--- src/hw/rtl/pnd_pkg.sv ---
// Shared types, constants and floating-point helpers for the packed code dequantizer.
package pnd_pkg;

    localparam int NCODE = 8;

    localparam logic [31:0] DEFAULT_NAN = 32'hFFC00000;
    localparam logic [31:0] QUIET_BIT   = 32'h00400000;

    typedef enum logic [1:0] {
        REG_CODE_BITS   = 2'd0,
        REG_SCALE_BITS  = 2'd1,
        REG_OFFSET_BITS = 2'd2,
        REG_HALF_OUTPUT = 2'd3
    } cfg_idx_e;

    typedef struct packed {
        logic [63:0] packed_codes;
        logic        group_last;
    } in_item_t;

    typedef struct packed {
        logic [31:0] value_0;
        logic [31:0] value_1;
        logic [31:0] value_2;
        logic [31:0] value_3;
        logic [31:0] value_4;
        logic [31:0] value_5;
        logic [31:0] value_6;
        logic [31:0] value_7;
        logic        result_last;
    } out_item_t;

    // Per-stage load strobes for the lane datapath.
    typedef struct packed {
        logic mul;
        logic norm;
        logic add;
        logic renorm;
        logic rnd;
        logic hprep;
        logic outp;
    } load_t;

    // Leading zero count over 36 bits; 36 when the word is zero.
    function automatic logic [5:0] lzc36(input logic [35:0] x);
        logic [5:0] n;
        logic       found;
        n     = 6'd36;
        found = 1'b0;
        for (int i = 35; i >= 0; i--) begin
            if (!found && x[i]) begin
                n     = 6'(35 - i);
                found = 1'b1;
            end
        end
        return n;
    endfunction

    // Round a normalized magnitude (MSB at bit 35, MSB weight 2^e) to fp32 or fp16,
    // nearest even; returns exponent and fraction fields without the sign.
    function automatic logic [30:0] fp_round(input logic [35:0] m,
                                             input logic signed [9:0] e,
                                             input logic hf);
        logic signed [11:0] ex;
        logic signed [11:0] bias;
        logic signed [11:0] emin;
        logic signed [11:0] shx;
        logic signed [11:0] ef;
        logic [4:0]  frac;
        logic        normal;
        logic [5:0]  sh;
        logic [36:0] mx;
        logic [36:0] rem;
        logic [36:0] hv;
        logic [36:0] msk;
        logic [35:0] r;
        logic        rnd;
        logic [30:0] inf;
        logic [30:0] bits;
        ex   = $signed({{2{e[9]}}, e});
        frac = hf ? 5'd10 : 5'd23;
        bias = hf ? 12'sd15 : 12'sd127;
        emin = 12'sd1 - bias;
        inf  = hf ? 31'h00007C00 : 31'h7F800000;
        sh   = 6'd0;
        r    = 36'd0;
        rnd  = 1'b0;
        mx   = 37'd0;
        rem  = 37'd0;
        hv   = 37'd0;
        msk  = 37'd0;
        if (ex > bias) begin
            return inf;
        end
        normal = (ex >= emin);
        shx = 12'sd35 - $signed({7'b0, frac}) + (normal ? 12'sd0 : (emin - ex));
        if (shx <= 12'sd36) begin
            sh  = shx[5:0];
            mx  = {1'b0, m};
            r   = m >> sh;
            msk = (37'd1 << sh) - 37'd1;
            rem = mx & msk;
            hv  = 37'd1 << (sh - 6'd1);
            rnd = (rem > hv) || ((rem == hv) && r[0]);
        end
        ef   = ex + bias - 12'sd1;
        bits = normal ? ({23'b0, ef[7:0]} << frac) : 31'd0;
        bits = bits + r[30:0] + {30'b0, rnd};
        if (bits >= inf) begin
            bits = inf;
        end
        return bits;
    endfunction

endpackage

--- src/hw/rtl/pnd_unpack.sv ---
// Splits one packed group into eight codes according to the code width.
module pnd_unpack (
    input  logic [63:0]                         pk,
    input  logic [3:0]                          code_bits,
    output logic [pnd_pkg::NCODE-1:0][7:0]      codes
);

    logic [3:0] depth;

    always_comb begin
        if (code_bits < 4'd4) begin
            depth = 4'd4;
        end else if (code_bits > 4'd8) begin
            depth = 4'd8;
        end else begin
            depth = code_bits;
        end
    end

    always_comb begin
        for (int k = 0; k < pnd_pkg::NCODE; k++) begin
            case (depth)
                4'd4:    codes[k] = {4'b0, pk[k*4 +: 4]};
                4'd5:    codes[k] = {3'b0, pk[k*5 +: 5]};
                4'd6:    codes[k] = {2'b0, pk[k*6 +: 6]};
                4'd7:    codes[k] = {1'b0, pk[k*7 +: 7]};
                default: codes[k] = pk[k*8 +: 8];
            endcase
        end
    end

endmodule

--- config.mk ---
export PLATFORM = sky130hd
export DESIGN_NAME = pnd_unpack
export DESIGN_NICKNAME = d
export VERILOG_FILES = /design/src/hw/rtl/pnd_pkg.sv /design/src/hw/rtl/pnd_unpack.sv
export SDC_FILE = /design/constraint.sdc
export NUM_CORES = 1
export LEC_CHECK = 0
export BUFFER_PORTS_ARGS = -buffer_cell sky130_fd_sc_hd__buf_2
export CAP_MARGIN = 20
export CORE_MARGIN = 3
export CORE_UTILIZATION = 39
export DETAILED_ROUTE_END_ITERATION = 10
export PLACE_DENSITY_LB_ADDON = 0.2
export SYNTH_ARGS = -nofsm -noshare
export SYNTH_HDL_FRONTEND = slang
export SYNTH_SLANG_ARGS = --single-unit
--- constraint.sdc ---
create_clock -name vclk -period 1.5
set_input_delay 0.3 -clock vclk [all_inputs]
set_output_delay 0.3 -clock vclk [all_outputs]
set_load 0.1 [all_outputs]
==> results of run 1 <==
-- logic make-up after synthesis --
group | after synthesis | synth area share
AND/OR/NAND/NOR | 30 | 0.0918
AO/OA/AOI/OAI | 142 | 0.558
buffers and inverters | 38 | 0.110
multiplexers | 42 | 0.240
-- cell usage after synthesis (2+ instances only) --
cell type  instances  area (um2)
o21ai_1           15        75.1
a22o_1            10        87.6
a22oi_1            7        52.6
clkbuf_1          13        48.8
buf_2             10        50.1
a31oi_1            5        31.3
nand3b_1           3        22.5
a211oi_1          17         128
buf_4              7        52.6
inv_1              2        7.51
o22a_1            17         149
nor2b_1            2        12.5
and2_1            13        81.3
a21oi_1           34         170
a211o_1            6        52.6
mux2_2             7        78.8
mux2i_1           35         350
a2bb2oi_1          6        52.6
nand2_1           10        37.5
buf_1              3        11.3
a21o_1            19         143
o21ai_0            2        10.0
a2111oi_2          2        30.0
buf_6              2        22.5
-- through the flow --
stage	cell area (um2)	setup slack (ps)	hold WS, ps	setup TNS, ps
after floorplan	2550	-574	804	-11040
after global placement	4350	-296	601	-11550
==> flow_metrics.tcl, run 1 <==
set metrics [dict create \
    dieHeight_um 73.7 \
    status "aborted with a tool error" \
    rows 23 \
    initial_core_util 0.425 \
    outcome.stop_stage "3_5_place_dp" \
    gp_routability_congestion 0.928 \
    syn_avg_cell_area_um2 7.09 \
    syn_inst 252 \
    fp.dieW_um 73.7 \
    syn_nets 320 \
    error "[ERROR DPL-0038] Utilization greater than 100%, impossible to legalize" \
    ys_warn_count 0 \
    io_buffers 124 \
    ys_types 29 \
    io_pins 132 \
    ys_seq_area_frac 0 \
    netlist_area_mm2 0.00179 \
]
==> run 2, diff against run 1 <==
--- a/config.mk
+++ b/config.mk
@@ -8,9 +8,9 @@
 export BUFFER_PORTS_ARGS = -buffer_cell sky130_fd_sc_hd__buf_2
 export CAP_MARGIN = 20
 export CORE_MARGIN = 3
-export CORE_UTILIZATION = 39
+export CORE_UTILIZATION = 35
 export DETAILED_ROUTE_END_ITERATION = 10
-export PLACE_DENSITY_LB_ADDON = 0.2
+export PLACE_DENSITY_LB_ADDON = 0.15
 export SYNTH_ARGS = -nofsm -noshare
 export SYNTH_HDL_FRONTEND = slang
 export SYNTH_SLANG_ARGS = --single-unit
==> constraint.sdc (replaced) <==
create_clock -name vclk -period 2
set_input_delay 0.4 -clock vclk [all_inputs]
set_output_delay 0.4 -clock vclk [all_outputs]
set_load 0.1 [all_outputs]
==> flow_metrics.tcl, run 2 <==
set metrics [dict create \
    status "completed" \
    track_usage 0.296 \
    final_cell_mix "buf_12 (64), buf_2 (61), mux2i_1 (35)" \
    max_freq_mhz 510 \
    fin_crit_ps 1960 \
    fin_cells 442 \
    worstPathMaxFanout 12 \
    initial_core_util 0.371 \
    syn_avg_cell_area_um2 7.09 \
    die_area_mm2 0.00599 \
    synthTopCellsByArea "mux2i_1 (20%), a21oi_1 (9.5%), o22a_1 (8.3%), a21o_1 (8.0%), a211oi_1 (7.1%)" \
    grt_pass1_wl_mm 14.8 \
    wirelength_mm 9.12 \
    ys_warn_count 0 \
    dp_hpwl_mm 6.99 \
    path_cells "buf_6, buf_12, buf_12, mux2i_1, a211oi_2, o22a_2, buf_12" \
    fill_cells 299 \
    vias 2725 \
    cap_violations 0 \
    critPathKind "in -> out" \
    syn_inst 252 \
    gp_routability_congestion 0.967 \
    cp_common_cell "buf_12" \
    period_share 0.980 \
    synth_common_cells "mux2i_1 (35), a21oi_1 (34), a21o_1 (19)" \
    grt-ovfl-total 0 \
    ys_types 29 \
    dp_cells 440 \
    multi_input_area_mm2 0.00196 \
    fp.dieW_um 77.4 \
    setup_viol_count_final 0 \
    final_util 0.823 \
    synth.largest_area_cell "mux2i_1" \
    final_common_cell "buf_12" \
    relSlewSlack 0.794 \
    holdPathStages 0 \
    fin_tns_setup_ps 0 \
    area_growth_pct 122 \
    drc 0 \
    ys_seq_area_frac 0 \
    io_pins 132 \
    worstSetupStartpointType "primary input" \
    drv_slew 0 \
    nFlopsAndLatches 0 \
    crit_arrival_ps 1560 \
    wl_per_cell_um 20.6 \
    cp-end-kind "primary output" \
    power-per-cell-area_mw_per_mm2 470 \
    io_buffers 124 \
    peakVddDrop_mv 0.315 \
    cp_data_required_time_ps 1600 \
    power_leakage_nw 1.80 \
    seqCellArea_um2 0 \
    grt_antenna_before_repair 0 \
    finalHoldViolations 0 \
    num_antenna_cells 0 \
    grt_max_degree 28 \
    worst_path_max_delay_cell "a211oi_2" \
    drt_first_pass_iters 5 \
    post_cts_buffers 0 \
    drive_gt1_frac 0.619 \
    netlist_area_mm2 0.00179 \
    synthDominantCellAreaShare 0.196 \
    dp_slack_ps -99.8 \
    grt_pass1_vias 2915 \
    ant_nets 0 \
    hold_buffers 0 \
    nNetsFinal 445 \
    yosysMostFrequentCell "mux2i_1" \
    fin_ws_ps 40.5 \
    viasPerCell 6.17 \
    rows 25 \
    worst_pin_slew_ps 308 \
    grt_setup_unrepaired "yes" \
    cp_slowest_stage_delay_ps 250 \
    dieHeight_um 77.4 \
    syn_nets 320 \
    drt_iter0_drc 212 \
    core_mm2 0.00482 \
    clkbuf_count 0 \
    worstHoldPathType "in -> out" \
]
==> run 2: cell counts after synthesis <==
No cell type changed its count.
==> run 2: layer usage <==
metal / GRT usage / part of all wire
met4: 0.109 / 0.032
met5: 0 / 0
met1: 0.351 / 0.38
met2: 0.528 / 0.50
met3: 0.0534 / 0.090
==> run 2: worst max-delay path: cells and delay by family <==
kind                   cells  cell delay (ps)
buffers and inverters      4              580
AOI/OAI and AO/OA          2              440
muxes                      1              120
==> run 2: area by class of cell <==
type / instances / area share
multi-input combinational: 214 / 0.495
timing repair buffer: 158 / 0.480
tap: 67 / 0.0211
inverter: 3 / 0.00347
==> run 2: repair_timing <==
item                       4_1_cts  5_1_grt
cloned                           2        0
pin swaps                        8        6
setup endpoints to repair       28        8
gates resized for setup         15        5
==> run 2: power by group <==
part | internal [mW] | switching [mW]
Sequential | 0 | 0
Clock | 0 | 0
Combinational | 0.698 | 1.16
==> run 2: per-stage QoR <==
stage,hold WS [ps],power [mW],cell area (um2)
after floorplan,1000,1.18,2130
after global placement,801,1.79,3820
after detailed placement,801,1.81,3820
after CTS,801,1.85,3950
after global routing,800,1.92,3970
final,800,1.86,3970
==> run 2: path summary, 6_finish.rpt <==
kind                      from         to  slack (ps)
setup / recovery  code_bits[1]  codes[48]          40
hold / removal           pk[0]   codes[0]         800
==> run 2: cell families after synthesis <==
kind of cell | Yosys count | share of synthesized area
multiplexers | 42 | 0.240
AO/OA/AOI/OAI | 142 | 0.558
buffers and inverters | 38 | 0.110
AND/OR/NAND/NOR | 30 | 0.0918
Note: power is estimated with default switching activity, not from simulation.
==> run 3, diff against run 2 <==
--- a/config.mk
+++ b/config.mk
@@ -11,6 +11,7 @@
 export CORE_UTILIZATION = 35
 export DETAILED_ROUTE_END_ITERATION = 10
 export PLACE_DENSITY_LB_ADDON = 0.15
+export SETUP_SLACK_MARGIN = 0.5
 export SYNTH_ARGS = -nofsm -noshare
 export SYNTH_HDL_FRONTEND = slang
 export SYNTH_SLANG_ARGS = --single-unit
==> constraint.sdc (replaced) <==
create_clock -name vclk -period 1.6
set_input_delay 0.32 -clock vclk [all_inputs]
set_output_delay 0.32 -clock vclk [all_outputs]
set_load 0.1 [all_outputs]
==> flow_metrics.tcl, run 3 <==
set metrics [dict create \
    ys_types 29 \
    outcome.stop_stage "4_1_cts" \
    synthTopCellsByArea "mux2i_1 (20%), a21oi_1 (9.5%), o22a_1 (8.3%), a21o_1 (8.0%), a211oi_1 (7.1%)" \
    initial_core_util 0.371 \
    error "[ERROR DPL-0038] Utilization greater than 100%, impossible to legalize" \
    rows 25 \
    io_buffers 124 \
    syn_avg_cell_area_um2 7.09 \
    io_pins 132 \
    dp_hpwl_mm 8.59 \
    yosysMostFrequentCell "mux2i_1" \
    dieHeight_um 77.4 \
    syn_nets 320 \
    netlist_area_mm2 0.00179 \
    fp.dieW_um 77.4 \
    syn_inst 252 \
    post_cts_buffers 11 \
    synth.largest_area_cell "mux2i_1" \
    cts_resized 68 \
    synth_common_cells "mux2i_1 (35), a21oi_1 (34), a21o_1 (19)" \
    ys_warn_count 0 \
    status "aborted with a tool error" \
    ys_seq_area_frac 0 \
    hold_buffers 0 \
    synthDominantCellAreaShare 0.196 \
    gp_routability_congestion 0.941 \
]
## run 3: through the flow
stage	instance area [um2]	hold WS [ps]	cells	setup WS, ps
after floorplan	2640	844	252	-514
after global placement	4440	641	459	-235
after detailed placement	4440	641	459	-290
## run 3: cell families after synthesis
family                 after synthesis  share of synthesized area
AOI/OAI and AO/OA                  142                      0.558
muxes                               42                      0.240
buffers and inverters               38                      0.110
and+or+nand+nor                     30                     0.0918
