### config.mk
export PLATFORM = sky130hd
export DESIGN_NAME = pnd_lane
export DESIGN_NICKNAME = d
export VERILOG_FILES = /design/src/hw/rtl/pnd_pkg.sv /design/src/hw/rtl/pnd_lane.sv
export SDC_FILE = /design/constraint.sdc
export NUM_CORES = 2
export LEC_CHECK = 0
export BUFFER_PORTS_ARGS = -buffer_cell sky130_fd_sc_hd__buf_4
export CAP_MARGIN = 40
export CORE_MARGIN = 1
export CORE_UTILIZATION = 45
export DETAILED_ROUTE_END_ITERATION = 7
export SKIP_LAST_GASP = 1
export SLEW_MARGIN = 20
export SYNTH_ARGS = -nofsm -noshare
export SYNTH_HDL_FRONTEND = slang
export SYNTH_SLANG_ARGS = --single-unit
export TNS_END_PERCENT = 1
### constraint.sdc
create_clock -name aclk -period 18.3 [get_ports aclk]
set_clock_uncertainty 0.2 [all_clocks]
set_input_delay 0.915 -clock aclk [delete_from_list [all_inputs] [get_ports aclk]]
set_output_delay 0.915 -clock aclk [all_outputs]
set_load 0.01 [all_outputs]
### src/hw/rtl/pnd_pkg.sv
// Shared types, constants and floating-point helpers for the packed code dequantizer.
package pnd_pkg;

    localparam int NCODE = 8;

    localparam logic [31:0] DEFAULT_NAN = 32'hFFC00000;
    localparam logic [31:0] QUIET_BIT   = 32'h00400000;

    typedef enum logic [1:0] {
        REG_CODE_BITS   = 2'd0,
        REG_SCALE_BITS  = 2'd1,
        REG_OFFSET_BITS = 2'd2,
        REG_HALF_OUTPUT = 2'd3
    } cfg_idx_e;

    typedef struct packed {
        logic [63:0] packed_codes;
        logic        group_last;
    } in_item_t;

    typedef struct packed {
        logic [31:0] value_0;
        logic [31:0] value_1;
        logic [31:0] value_2;
        logic [31:0] value_3;
        logic [31:0] value_4;
        logic [31:0] value_5;
        logic [31:0] value_6;
        logic [31:0] value_7;
        logic        result_last;
    } out_item_t;

    // Per-stage load strobes for the lane datapath.
    typedef struct packed {
        logic mul;
        logic norm;
        logic add;
        logic renorm;
        logic rnd;
        logic hprep;
        logic outp;
    } load_t;

    // Leading zero count over 36 bits; 36 when the word is zero.
    function automatic logic [5:0] lzc36(input logic [35:0] x);
        logic [5:0] n;
        logic       found;
        n     = 6'd36;
        found = 1'b0;
        for (int i = 35; i >= 0; i--) begin
            if (!found && x[i]) begin
                n     = 6'(35 - i);
                found = 1'b1;
            end
        end
        return n;
    endfunction

    // Round a normalized magnitude (MSB at bit 35, MSB weight 2^e) to fp32 or fp16,
    // nearest even; returns exponent and fraction fields without the sign.
    function automatic logic [30:0] fp_round(input logic [35:0] m,
                                             input logic signed [9:0] e,
                                             input logic hf);
        logic signed [11:0] ex;
        logic signed [11:0] bias;
        logic signed [11:0] emin;
        logic signed [11:0] shx;
        logic signed [11:0] ef;
        logic [4:0]  frac;
        logic        normal;
        logic [5:0]  sh;
        logic [36:0] mx;
        logic [36:0] rem;
        logic [36:0] hv;
        logic [36:0] msk;
        logic [35:0] r;
        logic        rnd;
        logic [30:0] inf;
        logic [30:0] bits;
        ex   = $signed({{2{e[9]}}, e});
        frac = hf ? 5'd10 : 5'd23;
        bias = hf ? 12'sd15 : 12'sd127;
        emin = 12'sd1 - bias;
        inf  = hf ? 31'h00007C00 : 31'h7F800000;
        sh   = 6'd0;
        r    = 36'd0;
        rnd  = 1'b0;
        mx   = 37'd0;
        rem  = 37'd0;
        hv   = 37'd0;
        msk  = 37'd0;
        if (ex > bias) begin
            return inf;
        end
        normal = (ex >= emin);
        shx = 12'sd35 - $signed({7'b0, frac}) + (normal ? 12'sd0 : (emin - ex));
        if (shx <= 12'sd36) begin
            sh  = shx[5:0];
            mx  = {1'b0, m};
            r   = m >> sh;
            msk = (37'd1 << sh) - 37'd1;
            rem = mx & msk;
            hv  = 37'd1 << (sh - 6'd1);
            rnd = (rem > hv) || ((rem == hv) && r[0]);
        end
        ef   = ex + bias - 12'sd1;
        bits = normal ? ({23'b0, ef[7:0]} << frac) : 31'd0;
        bits = bits + r[30:0] + {30'b0, rnd};
        if (bits >= inf) begin
            bits = inf;
        end
        return bits;
    endfunction

endpackage

### src/hw/rtl/pnd_lane.sv
// One lane: fused code*scale+offset to fp32, optional fp16 conversion, seven register stages.
module pnd_lane (
    input  logic            aclk,
    input  pnd_pkg::load_t  ld,
    input  logic [7:0]      code,
    input  logic [31:0]     scale,
    input  logic [31:0]     offset,
    input  logic            half,
    output logic [31:0]     value
);

    // Operand decode (the user must keep config static while items are in flight; the block does not enforce this)
    logic              ss, ts;
    logic [7:0]        sf, tf;
    logic [22:0]       sm, tm;
    logic              s_nan, s_inf, t_nan, t_inf, t_zero;
    logic [23:0]       sig_s, bm;
    logic signed [9:0] ea, eb, tb;
    logic [5:0]        lzb;
    logic [31:0]       bn;

    assign ss     = scale[31];
    assign sf     = scale[30:23];
    assign sm     = scale[22:0];
    assign ts     = offset[31];
    assign tf     = offset[30:23];
    assign tm     = offset[22:0];
    assign s_nan  = (sf == 8'hFF) && (sm != 23'd0);
    assign s_inf  = (sf == 8'hFF) && (sm == 23'd0);
    assign t_nan  = (tf == 8'hFF) && (tm != 23'd0);
    assign t_inf  = (tf == 8'hFF) && (tm == 23'd0);
    assign t_zero = (tf == 8'd0) && (tm == 23'd0);
    assign sig_s  = {sf != 8'd0, sm};
    assign bm     = {tf != 8'd0, tm};
    assign ea     = (sf != 8'd0) ? ($signed({2'b00, sf}) - 10'sd150) : -10'sd149;
    assign eb     = (tf != 8'd0) ? ($signed({2'b00, tf}) - 10'sd150) : -10'sd149;
    assign lzb    = pnd_pkg::lzc36({bm, 12'hFFF});
    assign bn     = {bm << lzb[4:0], 8'h00};
    assign tb     = eb + 10'sd23 - $signed({4'b0, lzb});

    // Stage 1: multiply
    logic [31:0] pm_reg, pm_next;
    assign pm_next = {24'b0, code} * {8'b0, sig_s};

    always_ff @(posedge aclk) begin
        if (ld.mul) begin
            pm_reg <= pm_next;
        end
    end

    // Stage 2: normalize product, resolve special operands
    logic [5:0]        lzp;
    logic [31:0]       pn_reg, pn_next;
    logic signed [9:0] pt_reg, pt_next;
    logic              ovr2_reg, ovr2_next;
    logic [31:0]       ovb2_reg, ovb2_next;

    assign lzp     = pnd_pkg::lzc36({pm_reg, 4'hF});
    assign pn_next = pm_reg << lzp[4:0];
    assign pt_next = ea + 10'sd31 - $signed({4'b0, lzp});

    always_comb begin
        ovr2_next = 1'b1;
        ovb2_next = 32'd0;
        if (s_nan) begin
            ovb2_next = scale | pnd_pkg::QUIET_BIT;
        end else if (t_nan) begin
            ovb2_next = offset | pnd_pkg::QUIET_BIT;
        end else if (s_inf) begin
            if (pm_reg == 32'd0) begin
                ovb2_next = pnd_pkg::DEFAULT_NAN;
            end else if (t_inf && (ts != ss)) begin
                ovb2_next = pnd_pkg::DEFAULT_NAN;
            end else begin
                ovb2_next = scale;
            end
        end else if (t_inf) begin
            ovb2_next = offset;
        end else if (pm_reg == 32'd0) begin
            ovb2_next = t_zero ? {ss & ts, 31'd0} : offset;
        end else begin
            ovr2_next = 1'b0;
        end
    end

    always_ff @(posedge aclk) begin
        if (ld.norm) begin
            pn_reg   <= pn_next;
            pt_reg   <= pt_next;
            ovr2_reg <= ovr2_next;
            ovb2_reg <= ovb2_next;
        end
    end

    // Stage 3: align and add with guard bits and sticky
    logic              a_big;
    logic [31:0]       bg, sml;
    logic signed [9:0] tbg, tsm;
    logic              bsg, ssg;
    logic signed [10:0] dif;
    logic [5:0]        dc;
    logic [35:0]       sm36, sh36;
    logic              lost;
    logic [34:0]       al;
    logic [35:0]       sum_next, sum_reg;
    logic signed [9:0] tbg_reg;
    logic              sgn3_reg, ovr3_reg;
    logic [31:0]       ovb3_reg;

    always_comb begin
        a_big = t_zero || (pt_reg > tb) || ((pt_reg == tb) && (pn_reg >= bn));
        bg    = a_big ? pn_reg : bn;
        sml   = a_big ? bn : pn_reg;
        tbg   = a_big ? pt_reg : tb;
        tsm   = a_big ? tb : pt_reg;
        bsg   = a_big ? ss : ts;
        ssg   = a_big ? ts : ss;
        dif   = {tbg[9], tbg} - {tsm[9], tsm};
        dc    = (dif > 11'sd35) ? 6'd36 : dif[5:0];
        sm36  = {1'b0, sml, 3'b000};
        sh36  = sm36 >> dc;
        lost  = |(sm36 & ((36'd1 << dc) - 36'd1));
        al    = {sh36[34:1], sh36[0] | lost};
        if (bsg == ssg) begin
            sum_next = {1'b0, bg, 3'b000} + {1'b0, al};
        end else begin
            sum_next = {1'b0, bg, 3'b000} - {1'b0, al};
        end
    end

    always_ff @(posedge aclk) begin
        if (ld.add) begin
            sum_reg  <= sum_next;
            tbg_reg  <= tbg;
            sgn3_reg <= bsg;
            ovr3_reg <= ovr2_reg;
            ovb3_reg <= ovb2_reg;
        end
    end

    // Stage 4: renormalize the sum
    logic [5:0]        lzs;
    logic [35:0]       nm_reg;
    logic signed [9:0] e4_reg;
    logic              zero4_reg, sgn4_reg, ovr4_reg;
    logic [31:0]       ovb4_reg;

    assign lzs = pnd_pkg::lzc36(sum_reg);

    always_ff @(posedge aclk) begin
        if (ld.renorm) begin
            nm_reg    <= sum_reg << lzs;
            e4_reg    <= tbg_reg + 10'sd1 - $signed({4'b0, lzs});
            zero4_reg <= (sum_reg == 36'd0);
            sgn4_reg  <= sgn3_reg;
            ovr4_reg  <= ovr3_reg;
            ovb4_reg  <= ovb3_reg;
        end
    end

    // Stage 5: round to fp32
    logic [31:0] f32_reg, f32_next;

    always_comb begin
        if (ovr4_reg) begin
            f32_next = ovb4_reg;
        end else if (zero4_reg) begin
            f32_next = 32'd0;
        end else begin
            f32_next = {sgn4_reg, pnd_pkg::fp_round(nm_reg, e4_reg, 1'b0)};
        end
    end

    always_ff @(posedge aclk) begin
        if (ld.rnd) begin
            f32_reg <= f32_next;
        end
    end

    // Stage 6: unpack the fp32 result for half conversion
    logic              hsg;
    logic [7:0]        hf;
    logic [22:0]       hfr;
    logic [23:0]       hm24;
    logic [5:0]        lzh;
    logic              hsp_next;
    logic [15:0]       hspb_next;
    logic signed [9:0] he_next;
    logic [31:0]       f32b_reg;
    logic [35:0]       hm_reg;
    logic signed [9:0] he_reg;
    logic              hsp_reg;
    logic [15:0]       hspb_reg;

    assign hsg  = f32_reg[31];
    assign hf   = f32_reg[30:23];
    assign hfr  = f32_reg[22:0];
    assign hm24 = {hf != 8'd0, hfr};
    assign lzh  = pnd_pkg::lzc36({hm24, 12'hFFF});
    assign he_next = ((hf != 8'd0) ? ($signed({2'b00, hf}) - 10'sd150) : -10'sd149)
                     + 10'sd23 - $signed({4'b0, lzh});

    always_comb begin
        hsp_next  = 1'b1;
        hspb_next = {hsg, 15'd0};
        if (hf == 8'hFF) begin
            if (hfr != 23'd0) begin
                hspb_next = {hsg, 15'h7E00 | {5'b0, hfr[22:13]}};
            end else begin
                hspb_next = {hsg, 15'h7C00};
            end
        end else if (hm24 == 24'd0) begin
            hspb_next = {hsg, 15'd0};
        end else begin
            hsp_next = 1'b0;
        end
    end

    always_ff @(posedge aclk) begin
        if (ld.hprep) begin
            f32b_reg <= f32_reg;
            hm_reg   <= {hm24 << lzh[4:0], 12'h000};
            he_reg   <= he_next;
            hsp_reg  <= hsp_next;
            hspb_reg <= hspb_next;
        end
    end

    // Stage 7: output select
    logic [30:0] hr;
    logic [31:0] value_reg, value_next;

    assign hr = pnd_pkg::fp_round(hm_reg, he_reg, 1'b1);

    always_comb begin
        if (half) begin
            value_next = {16'd0, hsp_reg ? hspb_reg : {f32b_reg[31], hr[14:0]}};
        end else begin
            value_next = f32b_reg;
        end
    end

    always_ff @(posedge aclk) begin
        if (ld.outp) begin
            value_reg <= value_next;
        end
    end

    assign value = value_reg;

endmodule

; Word level (Yosys, flattened, before mapping)
; Cells that the tools add are included.
[totals]
ff_bits = 415
in_bits = 81
out_inout_bits = 32
elab_cells = 636
[op_classes]
add_sub_neg = 31
multipliers = 1
order_cmp = 13
n_eq_ne = 8
shifts = 12
muxes = 286
bitwise_logic = 5
n_reduce_logical = 253
[op_table]
columns = operator, n
row1 = two-way mux 6 bit, 120
row2 = two-way mux 32 bit, 12
row3 = two-way mux 31 bit, 10
row4 = << shifter 1 x 6 -> 37 bit (first input constant), 4
row5 = two-way mux 1 bit, 129
row6 = logical AND 1 bit, 121
row7 = logical NOT 1 bit, 112
row8 = bitwise AND 36 x 37 -> 37 bit, 2
row9 = equality test 37 bit, 2
row10 = greater-than comparator 37 bit, 2
row11 = subtractor 37 x 1 -> 37 bit (second input constant), 2
row12 = right shift 36 x 6 -> 31 bit, 2
row13 = nonzero test 23 bit, 3
row14 = adder 31 x 1 -> 31 bit, 2
row15 = two-way mux 10 bit, 6
row16 = << shifter 24 x 5 -> 24 bit, 2
row17 = logical NOT 23 bit, 2
row18 = two-way mux 15 bit, 3
row19 = subtractor 10 x 7 -> 10 bit, 4
row20 = adder 35 x 35 -> 36 bit, 1
row21 = bitwise AND 35 x 36 -> 36 bit, 1
row22 = logical NOT 36 bit, 1
row23 = two-way mux 36 bit, 1
row24 = OR reduction 36 bit, 1
row25 = 48 further kinds, 64

; Longest topological paths before layout
[depth]
depth_word = 107
ltp_mapped = 76
ltp_nobuf = 68

; Worst setup path after synthesis
; No wires, ideal clock.
[synth_timing]
path_type = input to register
start = input port offset[28]
end = register sum_reg[32] (data pin)
setup_ns = 0.262
arrival_ns = 13.899
required_ns = 17.838
setup_slack_ns = 3.940
path_stages = 69
n_path_buf = 11
path_cell_list = buf_2 -> or4_1 -> or4_1 -> clkbuf_1 -> o21bai_1 -> o21ai_2 -> inv_2 -> buf_2 -> buf_2 -> ha_1 -> ha_1 -> a211oi_1 -> o21a_1 -> o21bai_1 -> a21o_1 -> xor2_1 -> inv_1 -> ha_1 -> (+33 left out) -> o21bai_1 -> a21oi_1 -> o21bai_1 -> a21oi_1 -> o21bai_1 -> a21oi_1 -> o21bai_1 -> a21oi_1 -> o2111ai_1 -> nand3_1 -> a31o_2 -> a211o_1 -> a21o_1 -> a21o_1 -> nor2_1 -> a211oi_1 -> a211oi_1 -> xnor2_1
[synth_via]
elab_chain_len = 87
elab_cells_between_ends = 128
cone_classes = add/sub: 7 / order compare: 3 / eq/ne: 2 / shift: 3 / mux: 58 / bitwise: 2 / reduce/logical: 53
[synth_lines]
columns = element, line
row1 = start: declaration, pnd_lane.sv:7  ; input logic [31:0] offset,
row2 = nonzero test 8 bit, "pnd_lane.sv:34, pnd_lane.sv:36"
row3 = two-way mux 1 bit, pnd_pkg.sv:51  ; if (!found && x[i]) begin
row4 = logical NOT 1 bit, pnd_pkg.sv:51
row5 = logical AND 1 bit, pnd_pkg.sv:51
row6 = two-way mux 1 bit, pnd_pkg.sv:51
row7 = logical NOT 1 bit, pnd_pkg.sv:51
row8 = logical AND 1 bit, pnd_pkg.sv:51
row9 = two-way mux 1 bit, pnd_pkg.sv:51
row10 = (+72 left out), --
row11 = << shifter 1 x 6 -> 36 bit, pnd_lane.sv:122  ; lost = |(sm36 & ((36'd1 << dc) - 36'd1));
row12 = subtractor 36 x 1 -> 36 bit, pnd_lane.sv:122
row13 = bitwise AND 35 x 36 -> 36 bit, pnd_lane.sv:122
row14 = OR reduction 36 bit, pnd_lane.sv:122
row15 = OR 1 bit, pnd_lane.sv:123  ; al = {sh36[34:1], sh36[0] | lost};
row16 = subtractor 35 x 35 -> 36 bit / adder 35 x 35 -> 36 bit (equally long branches), "pnd_lane.sv:127, pnd_lane.sv:125"
row17 = two-way mux 36 bit *, pnd_lane.sv:124  ; if (bsg == ssg) begin
row18 = named net sum_next[32], pnd_lane.sv:105  ; logic [35:0] sum_next, sum_reg;
row19 = end signal: assignment, pnd_lane.sv:133  ; sum_reg <= sum_next;
row20 = end: declaration, pnd_lane.sv:105
; The timed path passes the listed nets; every way through them passes the cells marked *.
; A chain may end at the register's enable or synchronous reset.

; Worst setup path in the final report
[layout_timing]
start = input port offset[23]
end = register sum_reg[33] (data pin)
; The elaborated chain is that of the path after synthesis.

==> qor.txt <==
DETAILED ROUTING
--------------------------------------------------------------------------------
Detailed Route Iter0 Violations                                             4633
Met2 Wirelength                                                         74.92 mm
Average routed wire per standard cell                                   23.69 um
Post-detailed-route count of antenna-violating nets                            0
Uppermost metal layer occupied by signal nets                               met5
Drt total wl                                                            163.4 mm
Number of detailed-routing iterations run before antenna repair                7
DRC                                                                            0
Wire length on met3                                                     12.75 mm
Post-detailed-route via-to-cell ratio                                      6.221
Vias after detailed routing                                                42915
Routed length on met1                                                   68.32 mm

SYNTHESIS
--------------------------------------------------------------------------------
Yosys warning total                                                            0
Fraction of registers with async set/reset                                     0
Average instance area after synthesis                                 8.275 um^2
Post-synth net total                                                        6082
Sequential element share of the synthesized area                          0.2678
Number of enable flip-flop cells after synthesis                             410
Number of library cell types mapped by synthesis                             109
Most used flip-flop cell after synthesis                            sky130_fd_sc_hd__edfxtp_1
Post-synthesis sequential element count                                      410
Post-Syn Area                                                         45980 um^2
Cells after synthesis                                                       5556

WORST SETUP PATH
--------------------------------------------------------------------------------
Peak fanout along the critical path                                           20
Delay-heaviest family, CP                                           compound AO/OA/AOI/OAI gates
Worst path max stage delay                                               0.70 ns
Destination of the worst register-to-register timing path            f32_reg[20]
CP Capture Type                                                        flip-flop
Worst-case register-to-register setup slack                              4.66 ns
Worst r2r src                                                          e4_reg[0]
Slowest library cell on the worst path                              sky130_fd_sc_hd__or4_1
Worst path buffer plus inverter count                                          8
Type of the setup path with the least slack                         input pin to flip-flop
R2R depth                                                                     48
Arrival time at the worst endpoint                                      16.18 ns
Cell with the most instances on the worst path                      sky130_fd_sc_hd__o21ai_0
Kind of launch point of the worst setup path                           input pin
CP required                                                             18.44 ns

TIMING
--------------------------------------------------------------------------------
Setup repair after global routing missed its margin                           no
Final clock period utilization by the worst path                          0.8762
Number of hold violations in the final report                                  0
Max-slew violation count                                                       0
Fmax achieved                                                          62.37 MHz
Endpoints failing setup                                                        0
Pin slew with the least headroom to its limit                          0.9902 ns
Final sum of negative setup slack                                           0 ns
Hold_ws                                                                0.2090 ns
Final critical path time including I/O delays and setup                 16.03 ns
Worst relative slew slack                                                 0.3329

CTS
--------------------------------------------------------------------------------
CTS clock-pin slew for the worst setup and hold paths                    0.06 ns
Sinks on Clock Net                                                           410
Post-CTS Setup Bufs                                                            0
Post-CTS Hold Fix Bufs                                                         0
Maximum buffer depth of the clock tree                                         3
Root Driver                                                         sky130_fd_sc_hd__clkbuf_16
Worst-skew pair later-pin latency                                        0.63 ns
H-tree levels                                                                  2
TritonCTS buffer count                                                        47
Clock tree from TritonCTS                                                    yes
Post-cts repair resize count                                                   0

FINAL LAYOUT
--------------------------------------------------------------------------------
Share of cells above drive strength 1                                    0.07535
Post-route insts no fill                                                    6898
Number of fillers in the final layout                                       9854
Layout overhead on the synthesized area                                   8.113%
Count of nets after finishing                                               6022

FLOORPLANNING
--------------------------------------------------------------------------------
Area of the core                                                     100700 um^2
Number of top-level design ports                                             113
Area of the die                                                      103400 um^2
Number of core rows                                                          116
Effective utilization at floorplan                                        0.4564
Overall die width                                                       321.6 um
Vertical die dimension                                                  321.6 um

PLACEMENT
--------------------------------------------------------------------------------
Dpl cells                                                                   6798
HPWL after detailed placement                                           128.1 mm
Port buffer count                                                            112
Routability-driven placement congestion ratio                              1.009

JOB
--------------------------------------------------------------------------------
Max-cap violation count                                                        0

WORST HOLD PATH
--------------------------------------------------------------------------------
Min-delay worst type                                                flip-flop to flip-flop
Launch point of the worst hold path                                 ovb3_reg[11]
Destination of the worst hold path                                  ovb4_reg[11]
Instance count along the most critical hold path                               0

GLOBAL ROUTE
--------------------------------------------------------------------------------
Wire length of the first global-routing pass                            248.5 mm
Number of global-route vias before repair                                  40888
Largest net degree at the start of global routing                             72
Number of antenna violations at the first check in global routing             15
Total overflow reported by the global router                                   0
Global Route Usage Sum                                                    0.3101

STATUS
--------------------------------------------------------------------------------
Result of the run                                                   finished, final reports clean

==> through the flow <==
stage               utilization  area, um^2  worst slack, ns
floorplan                     -       45980            3.940
global placement         0.4758       47920            2.322
detailed placement       0.4771       48060            2.022
CTS                      0.4924       49600            2.575
global route             0.4934       49700            1.024
finish                   0.4935       49710            2.266
==> placed cells by master, fill, tap and decap left out, drive strengths merged, types with 21 or more instances in the layout <==
master and instances:
nand2 755, nor2 532, edfxtp 410, a21oi 365, mux2i 352, inv 350, ha 308, o21ai 287
buf 207, and2 150, nor3 144, fa 137, nand3 126, xnor2 122, a21o 76, and3 70
nor4 62, a31oi 59, a211oi 58, clkbuf 57, nand4 56, nor2b 54, xor2 53, o21a 52
o211ai 51, nand2b 44, o31ai 43, o22ai 37, a21boi 32, a22o 31, o21bai 30, clkinv 29
a22oi 28, o221ai 27, or3 27, or2 24, a221oi 23, o2111ai 21
==> worst register-to-register path: cells and delay by family (launching register included) <==
kind                     cells  cell delay (ns)
AND/OR/NAND/NOR             17             4.35
AO/OA/AOI/OAI               18             3.76
buffers and inverters        6             2.48
adder cells (fa/ha/maj)      6             1.61
flip-flops                   1             0.74
XOR/XNOR                     1             0.27
==> synthesized netlist by cell type (21+ instances only) <==
cell type	instances	share of area
sky130_fd_sc_hd__nand2_1	754	0.062
sky130_fd_sc_hd__mux2i_1	352	0.077
sky130_fd_sc_hd__nor2_1	527	0.043
sky130_fd_sc_hd__o211ai_1	51	0.0083
sky130_fd_sc_hd__buf_1	37	0.0030
sky130_fd_sc_hd__or2_2	21	0.0029
sky130_fd_sc_hd__nor4_1	54	0.0073
sky130_fd_sc_hd__a31oi_1	59	0.0080
sky130_fd_sc_hd__fa_1	137	0.060
sky130_fd_sc_hd__a22oi_1	28	0.0046
sky130_fd_sc_hd__nand2b_1	44	0.0060
sky130_fd_sc_hd__inv_1	340	0.028
sky130_fd_sc_hd__nand4_1	56	0.0076
sky130_fd_sc_hd__and2_1	147	0.020
sky130_fd_sc_hd__clkbuf_1	242	0.020
sky130_fd_sc_hd__a22o_1	31	0.0059
sky130_fd_sc_hd__a21o_1	76	0.012
sky130_fd_sc_hd__nor3_1	141	0.015
sky130_fd_sc_hd__a211oi_1	56	0.0091
sky130_fd_sc_hd__o22ai_1	37	0.0050
sky130_fd_sc_hd__or3_1	26	0.0035
sky130_fd_sc_hd__nand3_1	123	0.013
sky130_fd_sc_hd__a21boi_0	32	0.0052
sky130_fd_sc_hd__o21bai_1	30	0.0049
sky130_fd_sc_hd__buf_2	34	0.0037
sky130_fd_sc_hd__o221ai_1	27	0.0051
sky130_fd_sc_hd__a21oi_1	361	0.039
sky130_fd_sc_hd__o21a_1	52	0.0085
sky130_fd_sc_hd__edfxtp_1	410	0.27
sky130_fd_sc_hd__o31ai_1	42	0.0069
sky130_fd_sc_hd__ha_1	308	0.084
sky130_fd_sc_hd__xor2_1	53	0.010
sky130_fd_sc_hd__o21ai_0	265	0.029
sky130_fd_sc_hd__and3_1	70	0.0095
sky130_fd_sc_hd__a221oi_1	21	0.0040
sky130_fd_sc_hd__xnor2_1	121	0.023
sky130_fd_sc_hd__nor2b_1	54	0.0073
==> worst max-delay path by stage <==
stage / start / to / slack [ns] / depth (start not counted)
after global routing: offset[24] / sum_reg[33] / 1.02 / 67
after CTS: offset[24] / sum_reg[33] / 2.58 / 67
after detailed placement: offset[24] / sum_reg[33] / 2.02 / 67
after global placement: offset[24] / sum_reg[33] / 2.32 / 67
after floorplan: offset[28] / sum_reg[32] / 3.94 / 69
final: offset[23] / sum_reg[33] / 2.27 / 67
==> routing by layer <==
layer	GRT usage	vias to the layer above
met2	0.5063	1914
met1	0.4089	20618
met4	0.1288	8
met3	0.04621	440
met5	0	-
li1	-	19935
==> cell families (layout without fill, tap and decap cells) <==
group / after synthesis / count (layout) / share of synthesized area
AND/OR/NAND/NOR: 2096 / 2096 / 0.2135
AO/OA/AOI/OAI: 1372 / 1372 / 0.1964
buffers and inverters: 671 / 649 / 0.05620
adder cells (fa/ha/maj): 447 / 447 / 0.1439
flip-flops: 410 / 410 / 0.2678
multiplexers: 381 / 381 / 0.08668
XOR/XNOR: 179 / 179 / 0.03546
other: 0 / 7 / 0
==> cell type report <==
cell class                 instances  area, um^2  area share
antenna                            7       17.52   0.0003524
clock buffer                      55        1227     0.02469
clock inverter                    32       310.3    0.006243
inverter                         353        1325     0.02666
multi-input combinational       4475       31160      0.6270
sequential                       410       12310      0.2477
tap                             1357        1698     0.03416
timing repair buffer             209        1652     0.03323
Power is left out: the tool's default activity adds up to more than one toggle a clock period on the data nets, which glitch-free logic cannot reach.
